--- src/design/mbps_pkg.sv ---
// mbps_pkg: shared types and constants of the masked byte pattern scan unit
// no dependencies; used by the interfaces and by every module of the block

package mbps_pkg;

  // fixed field widths
  localparam int BYTE_W       = 8;
  localparam int CFG_DATA_W   = 64;
  localparam int CFG_IDX_W    = 3;
  localparam int LEN_W        = 6;
  localparam int HIT_W        = 31;
  localparam int OFFSET_OUT_W = 32;

  typedef logic [CFG_IDX_W-1:0]    cfg_idx_t;
  typedef logic [CFG_DATA_W-1:0]   cfg_data_t;
  typedef logic [LEN_W-1:0]        len_t;
  typedef logic [HIT_W-1:0]        hit_t;
  typedef logic [OFFSET_OUT_W-1:0] offset_t;

  // configuration register indexes
  typedef enum logic [CFG_IDX_W-1:0] {
    REG_PATTERN_0   = 3'd0,
    REG_PATTERN_1   = 3'd1,
    REG_PATTERN_2   = 3'd2,
    REG_PATTERN_3   = 3'd3,
    REG_CARE_MASK   = 3'd4,
    REG_PATTERN_LEN = 3'd5,
    REG_MATCH_INDEX = 3'd6
  } cfg_reg_t;

  // scalar settings handed from the register file to the scan datapath
  typedef struct packed {
    logic   all_wild;
    len_t   len;
    hit_t   index;
  } cfg_ctl_t;

  // one result as produced by the scan datapath
  typedef struct packed {
    logic    valid;
    logic    found;
    offset_t offset;
  } scan_res_t;

endpackage

--- src/design/mbps_if.sv ---
// mbps_if: valid/ready channel interfaces of the masked byte pattern scan unit
// depends on mbps_pkg for payload types

// image byte channel
interface mbps_in_if;
  logic                             valid;
  logic                             ready;
  logic [mbps_pkg::BYTE_W-1:0]      image_byte;
  logic                             last_byte;

  modport source (output valid, output image_byte, output last_byte, input ready);
  modport sink   (input valid, input image_byte, input last_byte, output ready);
endinterface

// result channel
interface mbps_out_if;
  logic                 valid;
  logic                 ready;
  logic                 found;
  mbps_pkg::offset_t    match_offset;

  modport source (output valid, output found, output match_offset, input ready);
  modport sink   (input valid, input found, input match_offset, output ready);
endinterface

// register write channel
interface mbps_cfg_if;
  logic                 valid;
  logic                 ready;
  mbps_pkg::cfg_idx_t   index;
  mbps_pkg::cfg_data_t  data;

  modport source (output valid, output index, output data, input ready);
  modport sink   (input valid, input index, input data, output ready);
endinterface

--- src/design/masked_byte_pattern_scan_unit.sv ---
// masked_byte_pattern_scan_unit: top level of the masked byte pattern scan
// depends on mbps_pkg, mbps_if, mbps_cfg and mbps_scan

// Streams image bytes, one per transaction, and reports the start offset of the
// Nth place where a pattern of up to MAX_PATTERN bytes matches, with care-mask
// wildcards and overlapping matches counted. One transaction closes each image:
// found with the offset as soon as the Nth match completes (later bytes of that
// image give nothing), or not-found with offset 0 at the byte marked last. The
// block takes one byte every cycle; an accepted byte is held in the input
// register and its result goes into the result register once that is free,
// through one compare stage that checks all window bytes at once. It stalls
// only while the result register is held by the sink, and input ready is low in
// any cycle with a register write pending. The derived pattern alignment is
// registered from the configuration registers.
// There is no clearing pass after reset.

module masked_byte_pattern_scan_unit #(
  parameter int MAX_PATTERN = 32,
  parameter int OFFSET_BITS = 32
) (
  input  logic          clk,
  input  logic          rst_n,
  mbps_in_if.sink       in_ch,
  mbps_out_if.source    out_ch,
  mbps_cfg_if.sink      cfg_ch
);

  logic [MAX_PATTERN*8-1:0]  align_pat;
  logic [MAX_PATTERN-1:0]    align_care;
  mbps_pkg::cfg_ctl_t        ctl;
  mbps_pkg::scan_res_t       res;

  logic                      out_free;
  logic                      res_valid_r;
  logic                      found_r;
  mbps_pkg::offset_t         offset_r;

  // register file
  mbps_cfg #(
    .MAX_PATTERN (MAX_PATTERN)
  ) u_cfg (
    .clk          (clk),
    .rst_n        (rst_n),
    .cfg_ch       (cfg_ch),
    .align_pat_r  (align_pat),
    .align_care_r (align_care),
    .ctl_r        (ctl)
  );

  // scan datapath
  mbps_scan #(
    .MAX_PATTERN (MAX_PATTERN),
    .OFFSET_BITS (OFFSET_BITS)
  ) u_scan (
    .clk        (clk),
    .rst_n      (rst_n),
    .in_ch      (in_ch),
    .out_free   (out_free),
    .cfg_hold   (cfg_ch.valid),
    .align_pat  (align_pat),
    .align_care (align_care),
    .ctl        (ctl),
    .res        (res)
  );

  assign out_free = !res_valid_r || out_ch.ready;

  // result register
  always_ff @(posedge clk) begin
    if (!rst_n) begin
      res_valid_r <= 1'b0;
    end else if (out_free) begin
      res_valid_r <= res.valid;
    end
  end

  always_ff @(posedge clk) begin
    if (out_free && res.valid) begin
      found_r  <= res.found;
      offset_r <= res.offset;
    end
  end

  assign out_ch.valid        = res_valid_r;
  assign out_ch.found        = found_r;
  assign out_ch.match_offset = offset_r;

endmodule

--- src/design/mbps_cfg.sv ---
// mbps_cfg: configuration registers and the pattern/care alignment derived from them
// depends on mbps_pkg and mbps_cfg_if

module mbps_cfg #(
  parameter int MAX_PATTERN = 32
) (
  input  logic                          clk,
  input  logic                          rst_n,
  mbps_cfg_if.sink                      cfg_ch,
  output logic [MAX_PATTERN*8-1:0]      align_pat_r,
  output logic [MAX_PATTERN-1:0]        align_care_r,
  output mbps_pkg::cfg_ctl_t            ctl_r
);

  localparam int PatW = MAX_PATTERN * mbps_pkg::BYTE_W;
  localparam mbps_pkg::len_t MaxLen = mbps_pkg::LEN_W'(MAX_PATTERN);

  logic [PatW-1:0]         pat_r;
  logic [MAX_PATTERN-1:0]  care_r;
  mbps_pkg::len_t          plen_r;
  mbps_pkg::hit_t          index_r;

  mbps_pkg::len_t          eff_len;
  mbps_pkg::len_t          sh;
  logic [MAX_PATTERN-1:0]  in_use;
  logic [MAX_PATTERN-1:0]  care_used;
  logic [MAX_PATTERN-1:0]  rev_care;
  logic [PatW-1:0]         rev_pat;
  logic [PatW-1:0]         align_pat_nxt;
  logic [MAX_PATTERN-1:0]  align_care_nxt;
  mbps_pkg::cfg_ctl_t      ctl_nxt;

  assign cfg_ch.ready = 1'b1;

  // register writes
  always_ff @(posedge clk) begin
    if (!rst_n) begin
      pat_r   <= '0;
      care_r  <= '0;
      plen_r  <= mbps_pkg::LEN_W'(1);
      index_r <= mbps_pkg::HIT_W'(1);
    end else if (cfg_ch.valid) begin
      case (cfg_ch.index)
        mbps_pkg::REG_PATTERN_0, mbps_pkg::REG_PATTERN_1,
        mbps_pkg::REG_PATTERN_2, mbps_pkg::REG_PATTERN_3: begin
          for (int k = 0; k < MAX_PATTERN; k++) begin
            if (cfg_ch.index[1:0] == 2'(k >> 3)) begin
              pat_r[k*8 +: 8] <= cfg_ch.data[(k & 7)*8 +: 8];
            end
          end
        end
        mbps_pkg::REG_CARE_MASK: begin
          care_r <= cfg_ch.data[MAX_PATTERN-1:0];
        end
        mbps_pkg::REG_PATTERN_LEN: begin
          plen_r <= cfg_ch.data[mbps_pkg::LEN_W-1:0];
        end
        mbps_pkg::REG_MATCH_INDEX: begin
          index_r <= cfg_ch.data[mbps_pkg::HIT_W-1:0];
        end
        default: begin
        end
      endcase
    end
  end

  // clamp the length and right-align the reversed pattern so that
  // window position j faces pattern byte len-1-j
  always_comb begin
    if (plen_r == '0) begin
      eff_len = mbps_pkg::LEN_W'(1);
    end else if (plen_r > MaxLen) begin
      eff_len = MaxLen;
    end else begin
      eff_len = plen_r;
    end
    sh = MaxLen - eff_len;
    for (int j = 0; j < MAX_PATTERN; j++) begin
      in_use[j] = mbps_pkg::LEN_W'(j) < eff_len;
    end
    care_used = care_r & in_use;
    for (int j = 0; j < MAX_PATTERN; j++) begin
      rev_pat[j*8 +: 8] = pat_r[(MAX_PATTERN-1-j)*8 +: 8];
      rev_care[j]       = care_used[MAX_PATTERN-1-j];
    end
    align_pat_nxt    = rev_pat >> {sh, 3'b000};
    align_care_nxt   = rev_care >> sh;
    ctl_nxt.all_wild = ~|care_used;
    ctl_nxt.len      = eff_len;
    ctl_nxt.index    = index_r;
  end

  // derived settings, registered from the configuration registers
  always_ff @(posedge clk) begin
    if (!rst_n) begin
      align_pat_r    <= '0;
      align_care_r   <= '0;
      ctl_r.all_wild <= 1'b1;
      ctl_r.len      <= mbps_pkg::LEN_W'(1);
      ctl_r.index    <= mbps_pkg::HIT_W'(1);
    end else begin
      align_pat_r  <= align_pat_nxt;
      align_care_r <= align_care_nxt;
      ctl_r        <= ctl_nxt;
    end
  end

endmodule

--- src/design/mbps_scan.sv ---
// mbps_scan: input register, byte window, masked compare and match counting
// depends on mbps_pkg and mbps_in_if

module mbps_scan #(
  parameter int MAX_PATTERN = 32,
  parameter int OFFSET_BITS = 32
) (
  input  logic                          clk,
  input  logic                          rst_n,
  mbps_in_if.sink                       in_ch,
  input  logic                          out_free,
  input  logic                          cfg_hold,
  input  logic [MAX_PATTERN*8-1:0]      align_pat,
  input  logic [MAX_PATTERN-1:0]        align_care,
  input  mbps_pkg::cfg_ctl_t            ctl,
  output mbps_pkg::scan_res_t           res
);

  localparam int OutW = mbps_pkg::OFFSET_OUT_W;

  // input register
  logic                           a_valid_r;
  logic [mbps_pkg::BYTE_W-1:0]    a_byte_r;
  logic                           a_last_r;

  // per-image state
  logic [mbps_pkg::BYTE_W-1:0]    win_r   [MAX_PATTERN];
  logic [mbps_pkg::BYTE_W-1:0]    win_nxt [MAX_PATTERN];
  logic [OFFSET_BITS-1:0]         pos_r;
  mbps_pkg::hit_t                 hit_r;
  logic                           reported_r;

  logic                           a_fire;
  logic [OFFSET_BITS-1:0]         taken;
  logic [OFFSET_BITS-1:0]         len_ext;
  logic [OFFSET_BITS-1:0]         start;
  logic                           pos_max;
  logic                           enough;
  logic [MAX_PATTERN-1:0]         ok;
  logic                           window_hit;
  logic                           is_match;
  mbps_pkg::hit_t                 hit_inc;
  logic                           found;

  assign a_fire      = a_valid_r && out_free;
  assign in_ch.ready = (!a_valid_r || out_free) && !cfg_hold;

  // input register
  always_ff @(posedge clk) begin
    if (!rst_n) begin
      a_valid_r <= 1'b0;
    end else if (in_ch.valid && in_ch.ready) begin
      a_valid_r <= 1'b1;
    end else if (a_fire) begin
      a_valid_r <= 1'b0;
    end
  end

  always_ff @(posedge clk) begin
    if (in_ch.valid && in_ch.ready) begin
      a_byte_r <= in_ch.image_byte;
      a_last_r <= in_ch.last_byte;
    end
  end

  // window with the new byte in front, compared against the aligned pattern
  always_comb begin
    win_nxt[0] = a_byte_r;
    for (int j = 1; j < MAX_PATTERN; j++) begin
      win_nxt[j] = win_r[j-1];
    end
    for (int j = 0; j < MAX_PATTERN; j++) begin
      ok[j] = !align_care[j] || (win_nxt[j] == align_pat[j*8 +: 8]);
    end
  end

  // position, match decision and nth-match check
  always_comb begin
    pos_max    = &pos_r;
    taken      = pos_r + 1'b1;
    len_ext    = OFFSET_BITS'(ctl.len);
    start      = taken - len_ext;
    enough     = !pos_max && (taken >= len_ext);
    window_hit = ctl.all_wild ? (taken == len_ext) : &ok;
    is_match   = !reported_r && enough && window_hit;
    hit_inc    = (&hit_r) ? hit_r : hit_r + 1'b1;
    found      = is_match && (ctl.index != '0) && (hit_inc == ctl.index);
    res.valid  = a_fire && (found || (a_last_r && !reported_r));
    res.found  = found;
    res.offset = found ? OutW'(start) : '0;
  end

  // window shift; stale bytes from an earlier image never reach a compare
  always_ff @(posedge clk) begin
    if (a_fire && !reported_r) begin
      for (int j = 0; j < MAX_PATTERN; j++) begin
        win_r[j] <= win_nxt[j];
      end
    end
  end

  // per-image counters, cleared by the last byte
  always_ff @(posedge clk) begin
    if (!rst_n) begin
      pos_r      <= '0;
      hit_r      <= '0;
      reported_r <= 1'b0;
    end else if (a_fire) begin
      if (a_last_r) begin
        pos_r      <= '0;
        hit_r      <= '0;
        reported_r <= 1'b0;
      end else if (!reported_r) begin
        if (!pos_max) begin
          pos_r <= taken;
        end
        if (is_match) begin
          hit_r <= hit_inc;
        end
        if (found) begin
          reported_r <= 1'b1;
        end
      end
    end
  end

endmodule

--- src/flat_wrapper.sv ---
// flat-port wrapper written by rule: the top's interface ports become plain ports
module masked_byte_pattern_scan_unit_flat 
#(
  parameter int MAX_PATTERN = 32,
  parameter int OFFSET_BITS = 32
)
  (clk, rst_n, in_ch_valid, in_ch_image_byte, in_ch_last_byte, in_ch_ready, out_ch_valid, out_ch_found, out_ch_match_offset, out_ch_ready, cfg_ch_valid, cfg_ch_index, cfg_ch_data, cfg_ch_ready);
  mbps_in_if in_ch_i ();
  mbps_out_if out_ch_i ();
  mbps_cfg_if cfg_ch_i ();
  input  logic clk;
  input  logic rst_n;
  input wire logic [$bits(in_ch_i.valid)-1:0] in_ch_valid;
  input wire logic [$bits(in_ch_i.image_byte)-1:0] in_ch_image_byte;
  input wire logic [$bits(in_ch_i.last_byte)-1:0] in_ch_last_byte;
  output wire logic [$bits(in_ch_i.ready)-1:0] in_ch_ready;
  output wire logic [$bits(out_ch_i.valid)-1:0] out_ch_valid;
  output wire logic [$bits(out_ch_i.found)-1:0] out_ch_found;
  output wire logic [$bits(out_ch_i.match_offset)-1:0] out_ch_match_offset;
  input wire logic [$bits(out_ch_i.ready)-1:0] out_ch_ready;
  input wire logic [$bits(cfg_ch_i.valid)-1:0] cfg_ch_valid;
  input wire logic [$bits(cfg_ch_i.index)-1:0] cfg_ch_index;
  input wire logic [$bits(cfg_ch_i.data)-1:0] cfg_ch_data;
  output wire logic [$bits(cfg_ch_i.ready)-1:0] cfg_ch_ready;
  assign in_ch_i.valid = in_ch_valid;
  assign in_ch_i.image_byte = in_ch_image_byte;
  assign in_ch_i.last_byte = in_ch_last_byte;
  assign in_ch_ready = in_ch_i.ready;
  assign out_ch_valid = out_ch_i.valid;
  assign out_ch_found = out_ch_i.found;
  assign out_ch_match_offset = out_ch_i.match_offset;
  assign out_ch_i.ready = out_ch_ready;
  assign cfg_ch_i.valid = cfg_ch_valid;
  assign cfg_ch_i.index = cfg_ch_index;
  assign cfg_ch_i.data = cfg_ch_data;
  assign cfg_ch_ready = cfg_ch_i.ready;
  masked_byte_pattern_scan_unit #(.MAX_PATTERN(MAX_PATTERN), .OFFSET_BITS(OFFSET_BITS)) u_core (.clk(clk), .rst_n(rst_n), .in_ch(in_ch_i), .out_ch(out_ch_i), .cfg_ch(cfg_ch_i));
endmodule
--- config.mk ---
export PLATFORM = sky130hd
export DESIGN_NAME = masked_byte_pattern_scan_unit_flat
export DESIGN_NICKNAME = d
export VERILOG_FILES = /design/src/design/mbps_pkg.sv /design/src/design/mbps_if.sv /design/src/design/masked_byte_pattern_scan_unit.sv /design/src/design/mbps_cfg.sv /design/src/design/mbps_scan.sv /design/src/flat_wrapper.sv
export SDC_FILE = /design/constraint.sdc
export NUM_CORES = 2
export LEC_CHECK = 0
export BUFFER_PORTS_ARGS = -buffer_cell sky130_fd_sc_hd__buf_2
export CORE_MARGIN = 2
export CORE_UTILIZATION = 36
export CTS_CLUSTER_SIZE = 24
export DETAILED_ROUTE_END_ITERATION = 8
export GPL_TIMING_DRIVEN = 0
export PLACE_DENSITY = 0.62
export SYNTH_ARGS = -nofsm -noshare
export SYNTH_HDL_FRONTEND = slang
export SYNTH_SLANG_ARGS = --single-unit
--- constraint.sdc ---
create_clock -name clk -period 8.65 [get_ports clk]
set_input_delay 0.865 -clock clk [delete_from_list [all_inputs] [get_ports clk]]
set_output_delay 0.865 -clock clk [all_outputs]
set_load 0.1 [all_outputs]
=== Word-level counts from Yosys, hierarchy flattened ===
Memory sizes are Yosys's and may differ from the RTL's.
Cells that the tools add are included.

* Memories: 1
* Output and inout bits: 36
* Memory bits (writable): 256
* Word-level logic and storage cells: 230
* Input port bits: 81
* Flip-flop bits (word level): 759

{| class="wikitable"
|+ Memory list
! name !! words !! bits a word !! read ports !! clocked after memory_dff !! write ports !! line !! RTL
|-
| u_core.u_scan.win_r || 32 || 8 || 31 || 0 || 32 || mbps_scan.sv:27 || <nowiki>logic [mbps_pkg::BYTE_W-1:0] win_r [MAX_PATTERN];</nowiki>
|}

* Add/sub/neg operators: 4
* Multiplexer cells: 17
* Reduce and logical (&&, ||, !) cells: 105
* Equality and inequality tests: 45
* Bitwise gates (word level): 1
* Magnitude comparators: 34
* Shift-type cells: 2

{| class="wikitable"
|+ Operator list
! operator !! number
|-
| $eq 8x8->1 || 32
|-
| $shr 256x9->256 || 1
|-
| $mux 31 || 4
|-
| $lt 5x6->1 const A || 16
|-
| $mux 32 || 3
|-
| $reduce_and 32->1 || 2
|-
| $lt 4x6->1 const A || 8
|-
| $logic_not 1->1 || 38
|-
| $logic_or 1x1->1 || 35
|-
| $add 32x1->32 const B || 1
|-
| $and 32x32->32 || 1
|-
| $eq 32x6->1 || 1
|-
| $ge 32x6->1 || 1
|-
| $reduce_or 32->1 || 1
|-
| $shr 32x6->32 || 1
|-
| $sub 32x6->32 || 1
|-
| $add 31x1->31 const B || 1
|-
| $eq 31x31->1 || 1
|-
| $reduce_and 31->1 || 1
|-
| $reduce_bool 31->1 || 1
|-
| $lt 3x6->1 const A || 4
|-
| $reduce_and 3->1 || 6
|-
| $logic_and 1x1->1 || 12
|-
| $lt 1x6->1 const A || 2
|-
| 17 further kinds || 34
|}

=== Logic depth before layout (Yosys ltp) ===
An unclocked memory read counts as a cell.

* Depth after elaboration: 11
* Depth in mapped cells: 19
* Gate-level depth less buffers: 14

=== Cells and area by module ===
From an unflattened synthesis, not the netlist that was laid out.

* Cell total of the unflattened synthesis: 5,250
* Area, all modules: 50,048.0 µm²

{| class="wikitable"
|+ By module, submodules not included
! module !! cells each !! area each (µm²) !! times used
|-
| mbps_cfg || 3,719 || 32,022.0 || 1
|-
| mbps_scan || 1,493 || 16,977.5 || 1
|-
| masked_byte_pattern_scan_unit || 38 || 1,048.5 || 1
|}

=== Least setup slack after synthesis ===
OpenSTA, ideal clock, no wires.

* Path kind: register to register
* Start point: register u_core.res_valid_r (netlist: u_core.out_ch.valid)
* End point: register u_core.found_r (netlist: u_core.out_ch.found), enable pin
* Cell stages (with the launch flop): 7
* Period minus slack after synthesis: 7.623 ns
* Arrival: 7.233 ns
* Setup time: 0.391 ns
* Path buffers: 0
* Setup slack: 1.027 ns
* Path through: dfxtp_1 nor2b_1 nor2b_1 nand2_1 inv_1 nand2_1 nand2_1

* Cells in the longest elaborated chain, start to end: 5

{| class="wikitable"
|+ Ends and longest elaborated chain
! element !! line !! RTL
|-
| start: declaration || masked_byte_pattern_scan_unit.sv:34 || <nowiki>logic res_valid_r;</nowiki>
|-
| start signal: assignment || masked_byte_pattern_scan_unit.sv:73 || <nowiki>res_valid_r <= res.valid;</nowiki>
|-
| $logic_not 1->1 (*) || masked_byte_pattern_scan_unit.sv:66 || <nowiki>assign out_free = !res_valid_r || out_ch.ready;</nowiki>
|-
| $logic_or 1x1->1 (*) || masked_byte_pattern_scan_unit.sv:66 ||
|-
| $logic_and 1x1->1 || mbps_scan.sv:45 || <nowiki>assign a_fire = a_valid_r && out_free;</nowiki>
|-
| $logic_and 1x1->1 || mbps_scan.sv:88 || <nowiki>res.valid = a_fire && (found || (a_last_r && !reported_r));</nowiki>
|-
| $logic_and 1x1->1 (*) || masked_byte_pattern_scan_unit.sv:78 || <nowiki>if (out_free && res.valid) begin</nowiki>
|-
| end signal: assignment || masked_byte_pattern_scan_unit.sv:79 || <nowiki>found_r <= res.found;</nowiki>
|-
| end: declaration || masked_byte_pattern_scan_unit.sv:35 || <nowiki>logic found_r;</nowiki>
|}

Every way passes the cells marked *; elsewhere a longest branch is shown, timed or not.
A chain may end at the register's enable or synchronous reset.

=== Worst setup path after layout ===
* Start point: register u_core.u_cfg.plen_r[3]
* End point: register u_core.u_cfg.align_pat_r[44]

* Cells in the longest elaborated chain, start to end: 5

{| class="wikitable"
|+ Ends and longest elaborated chain
! element !! line !! RTL
|-
| start: declaration || mbps_cfg.sv:20 || <nowiki>mbps_pkg::len_t plen_r;</nowiki>
|-
| start signal: assignment || mbps_cfg.sv:40 || <nowiki>plen_r <= mbps_pkg::LEN_W'(1);</nowiki>
|-
| start signal: assignment || mbps_cfg.sv:56 || <nowiki>plen_r <= cfg_ch.data[mbps_pkg::LEN_W-1:0];</nowiki>
|-
| $gt 6x6->1 || mbps_cfg.sv:72 || <nowiki>end else if (plen_r > MaxLen) begin</nowiki>
|-
| $mux 6 || mbps_cfg.sv:72 ||
|-
| $mux 6 (*) || mbps_cfg.sv:70 || <nowiki>if (plen_r == '0) begin</nowiki>
|-
| $sub 6x6->6 (*) || mbps_cfg.sv:77 || <nowiki>sh = MaxLen - eff_len;</nowiki>
|-
| $shr 256x9->256 (*) || mbps_cfg.sv:86 || <nowiki>align_pat_nxt = rev_pat >> {sh, 3'b000};</nowiki>
|-
| end signal: assignment || mbps_cfg.sv:102 || <nowiki>align_pat_r <= align_pat_nxt;</nowiki>
|-
| end: declaration || mbps_cfg.sv:10 || <nowiki>output logic [MAX_PATTERN*8-1:0] align_pat_r,</nowiki>
|}

Marks and branches as above.

==> impl_metrics.csv <==
group,metric,value,unit
synth,ys_ff_latch,1007,
synth,synth-seq-area-share,0.471,
synth,syn_area,49000,sq um
floorplanning,ios,117,
sta,period_share,0.970,
sta,max_slew_margin,-0.170,
cts,cts_tree,"done",
synth,syn-num-nets,5460,
worst_hold_path,min_path_cells,1,
cells_and_area,nets,5684,
global_routing,grt_start_max_net_pins,124,
pwr,powerDensity,194,nW/um^2
critical_path,crit_family,"buffers and inverters",
cts,cts_hold_buf,0,
outcome,violations,"capacitance limit, slew limit",
floorplanning,die_area,139000,sq um
critical_path,reg2reg_to,"u_core.u_cfg.align_pat_r[44]$_SDFF_PP0_",
critical_path,path_buf_inv,10,
synth,post-synth-top-count-cell,"nand2_1",
sta,finalSetupViolations,0,
critical_path,r2r_cells,18,
detailed_routing,wl_per_cell,34.0,um
global_routing,grt_antenna_before_repair,17,
critical_path,path_cells,"clkbuf_1 > nor4_1 > o21ba_2 > clkbuf_1 > inv_2 > clkbuf_1 > buf_2 > clkbuf_1 > ha_1 > inv_1 > clkbuf_1 > clkbuf_1 > clkbuf_1 > mux2i_1 > mux2i_1 > nor2_1 > a21oi_1 > o22ai_1",
outcome,status,"finished with violations",
cts,clock-sinks,1007,
global_routing,overflow,0,
cells_and_area,fin_util,0.411,
floorplanning,core_area,135000,sq um
cts,cts_buffers,103,
sta,fin_crit,8.39,ns
sta,maxSlewViolCount,30,
detailed_routing,drcViolationCount,0,
sta,finalHoldViolCount,0,
critical_path,cp_slowest_stage_delay,1.26,ns
synth,synth-edff-count,290,
floorplanning,initial_core_util,0.362,
cts,clock_path_buffers,3,
placed_design,portBuffers,110,
critical_path,crit_type,"reg2reg",
sta,hold_slack,0.293,ns
critical_path,path_max_fanout,10,
detailed_routing,num_vias,44400,
critical_path,crit_top_cell,"clkbuf_1",
pwr,peakVddDrop,0.000168,V
synth,netlist_top_cells_area,"dfxtp_1 29%, edfxtp_1 18%, mux2i_1 13%",
critical_path,crit_required,9.26,ns
synth,synthCells,5368,
cts,clk_pin_slew,0.06,ns
critical_path,r2r_start,"u_core.u_cfg.plen_r[3]$_SDFFE_PN0P_",
global_routing,grt_pass1_wl,340000,um
cts,cts-resized-gates,0,
cells_and_area,area_delta_synth_final,13.4,%
cts,post_cts.repair.setup_buffers,0,
pwr,p_leak,0.0186,uW
worst_hold_path,hold_path_class,"in2reg",
floorplanning,die_w,373,um
synth,synth.avg_cell_area,9.13,sq um
critical_path,r2r_slack,0.26,ns
global_routing,grt_util_all_layers,0.354,
detailed_routing,wirelength,254000,um
detailed_routing,drt_iter0_drc,5942,
worst_hold_path,hp-start,"in_ch_image_byte[3]",
synth,synthArstFlopShare,0,
cells_and_area,drive_gt1_frac,0.0637,
cts,clk_latency,0.76,ns
cts,htree_levels,3,
floorplanning,rows,135,
detailed_routing,ant_nets,0,
synth,ys.flop_type,"dfxtp_1",
critical_path,cp-end-kind,"register",
critical_path,critPathSlowestCell,"mux2i_1",
run,cap_violations,8,
floorplanning,die_h,373,um
critical_path,arrival,9.00,ns
placed_design,place_congestion,1.12,
critical_path,startpoint_type,"register",
sta,fmax,119,MHz
synth,ys_warn_count,0,
placed_design,dpl.hpwl,205000,um
synth,netlist_top_cells_count,"1104 x nand2_1, 717 x dfxtp_1, 619 x mux2i_1",
global_routing,grt_pass1_vias,41600,
sta,worstMarginPinSlew,1.74,ns
synth,yosysTopAreaCell,"dfxtp_1",
detailed_routing,avgViaCountPerCell,5.95,
synth,synth.distinct_cells,82,
synth,synth_top_area_frac,0.293,
cts,cts_root_buf,"clkbuf_16",
sta,fin_skew,0.0482,ns
worst_hold_path,min_to,"u_core.u_scan.a_byte_r[3]$_DFFE_PP_",
detailed_routing,drt_first_pass_iters,7,
sta,rsz0062_at_grt,"no",
layout make-up:
cell class	count	area, sq um
antenna	4	10.0
buffer	377	1500
clock buffer	145	2940
clock inverter	50	679
fill	13500	79700
inverter	27	109
multi-input combinational	3957	24400
sequential	1007	23100
tap	1781	2230
timing repair buffer	119	679
registers in the layout, indices dropped and copies added, names as in the netlist:
signal / flops
u_core.u_scan.hit_r: 31
u_core.u_scan.win_r: 248
u_core.u_cfg.plen_r: 6
u_core.u_scan.a_last_r: 1
u_core.u_cfg.align_care_r: 32
u_core.u_scan.pos_r: 32
u_core.u_cfg.care_r: 32
u_core.u_scan.a_byte_r: 8
u_core.out_ch.match_offset: 32
u_core.u_cfg.pat_r: 256
u_core.u_cfg.index_r: 31
u_core.out_ch.found: 1
u_core.u_cfg.align_pat_r: 256
u_core.u_scan.a_valid_r: 1
u_core.u_scan.reported_r: 1
u_core.u_cfg.ctl_r: 38
u_core.out_ch.valid: 1
where the power goes:
| part | internal [uW] | switching (uW) |
|---|---|---|
| sequential | 4940 | 95.7 |
| clock | 2800 | 1960 |
| combinational | 235 | 734 |
| total | 7980 | 2790 |
logic make-up after synthesis:
group	Yosys count	synth area share
buf+inv	404	0.0326
flops	1007	0.471
mux	630	0.129
other cells	1	0.0000765
fa+ha+maj	11	0.00296
simple gates	2007	0.183
xor+xnor	351	0.0627
compound gates	957	0.120
routing by layer:
layer  wire length (um)  vias to the layer above  GRT usage
li1                   -                    19200          -
met1             100000                    21700      0.441
met2             106000                     2702      0.522
met3              25900                      775      0.101
met4              22300                        8      0.261
met5                 51                        -          0
metrics by stage:
stage                     worst slack (ns)  setup TNS (ns)  cells  power, uW  area, sq um
final                                0.258               0   7467      10800        55600
after CTS                             1.27               0   7462      10800        55500
after detailed placement              1.33               0   7267       6050        51900
after floorplan                       1.03               0   5368       5620        49000
after global routing                 0.313               0   7463      11000        55600
after global placement               -1.65         -200.05   7259       6060        51800
cells in the final DEF (no fill, tap or decap), types with 63 or more instances in the layout:
| cell type | count |
|---|---|
| clkbuf_1 | 303 |
| dfxtp_1 | 717 |
| nand4_1 | 100 |
| a21oi_1 | 459 |
| buf_2 | 137 |
| nand2_1 | 1104 |
| clkbuf_16 | 106 |
| nand3_1 | 123 |
| buf_1 | 63 |
| xnor2_1 | 309 |
| nor2_1 | 315 |
| mux2i_1 | 617 |
| o21ai_0 | 173 |
| edfxtp_1 | 290 |
| and2_1 | 114 |
worst max path at each step:
| stage | endpoint | slack (ns) | from | cells after the start |
|---|---|---|---|---|
| 2_1_floorplan | u_core.out_ch.found$_DFFE_PP_ | 1.03 | u_core.out_ch.valid$_SDFFE_PN0N_ | 6 |
| 3_3_place_gp | u_core.out_ch.found$_DFFE_PP_ | -1.65 | out_ch_ready | 7 |
| 3_5_place_dp | u_core.u_cfg.align_pat_r[14]$_SDFF_PP0_ | 1.33 | u_core.u_cfg.plen_r[3]$_SDFFE_PN0P_ | 16 |
| 4_1_cts | u_core.u_cfg.align_pat_r[14]$_SDFF_PP0_ | 1.27 | u_core.u_cfg.plen_r[3]$_SDFFE_PN0P_ | 16 |
| 5_1_grt | u_core.u_cfg.align_pat_r[44]$_SDFF_PP0_ | 0.31 | u_core.u_cfg.plen_r[3]$_SDFFE_PN0P_ | 18 |
| 6_report | u_core.u_cfg.align_pat_r[44]$_SDFF_PP0_ | 0.26 | u_core.u_cfg.plen_r[3]$_SDFFE_PN0P_ | 18 |
worst reg2reg max path: stages, from the launching register on:
cell and delay, ns:
dfxtp_1 0.33, clkbuf_1 0.37, nor4_1 0.11, o21ba_2 0.21
clkbuf_1 0.33, inv_2 0.28, clkbuf_1 0.59, buf_2 0.46
clkbuf_1 0.82, ha_1 0.43, inv_1 0.12, clkbuf_1 0.37
clkbuf_1 0.69, clkbuf_1 0.60, mux2i_1 1.26, mux2i_1 0.61
nor2_1 0.26, a21oi_1 0.09, o22ai_1 0.33
Power figures use the tool's default switching activity.
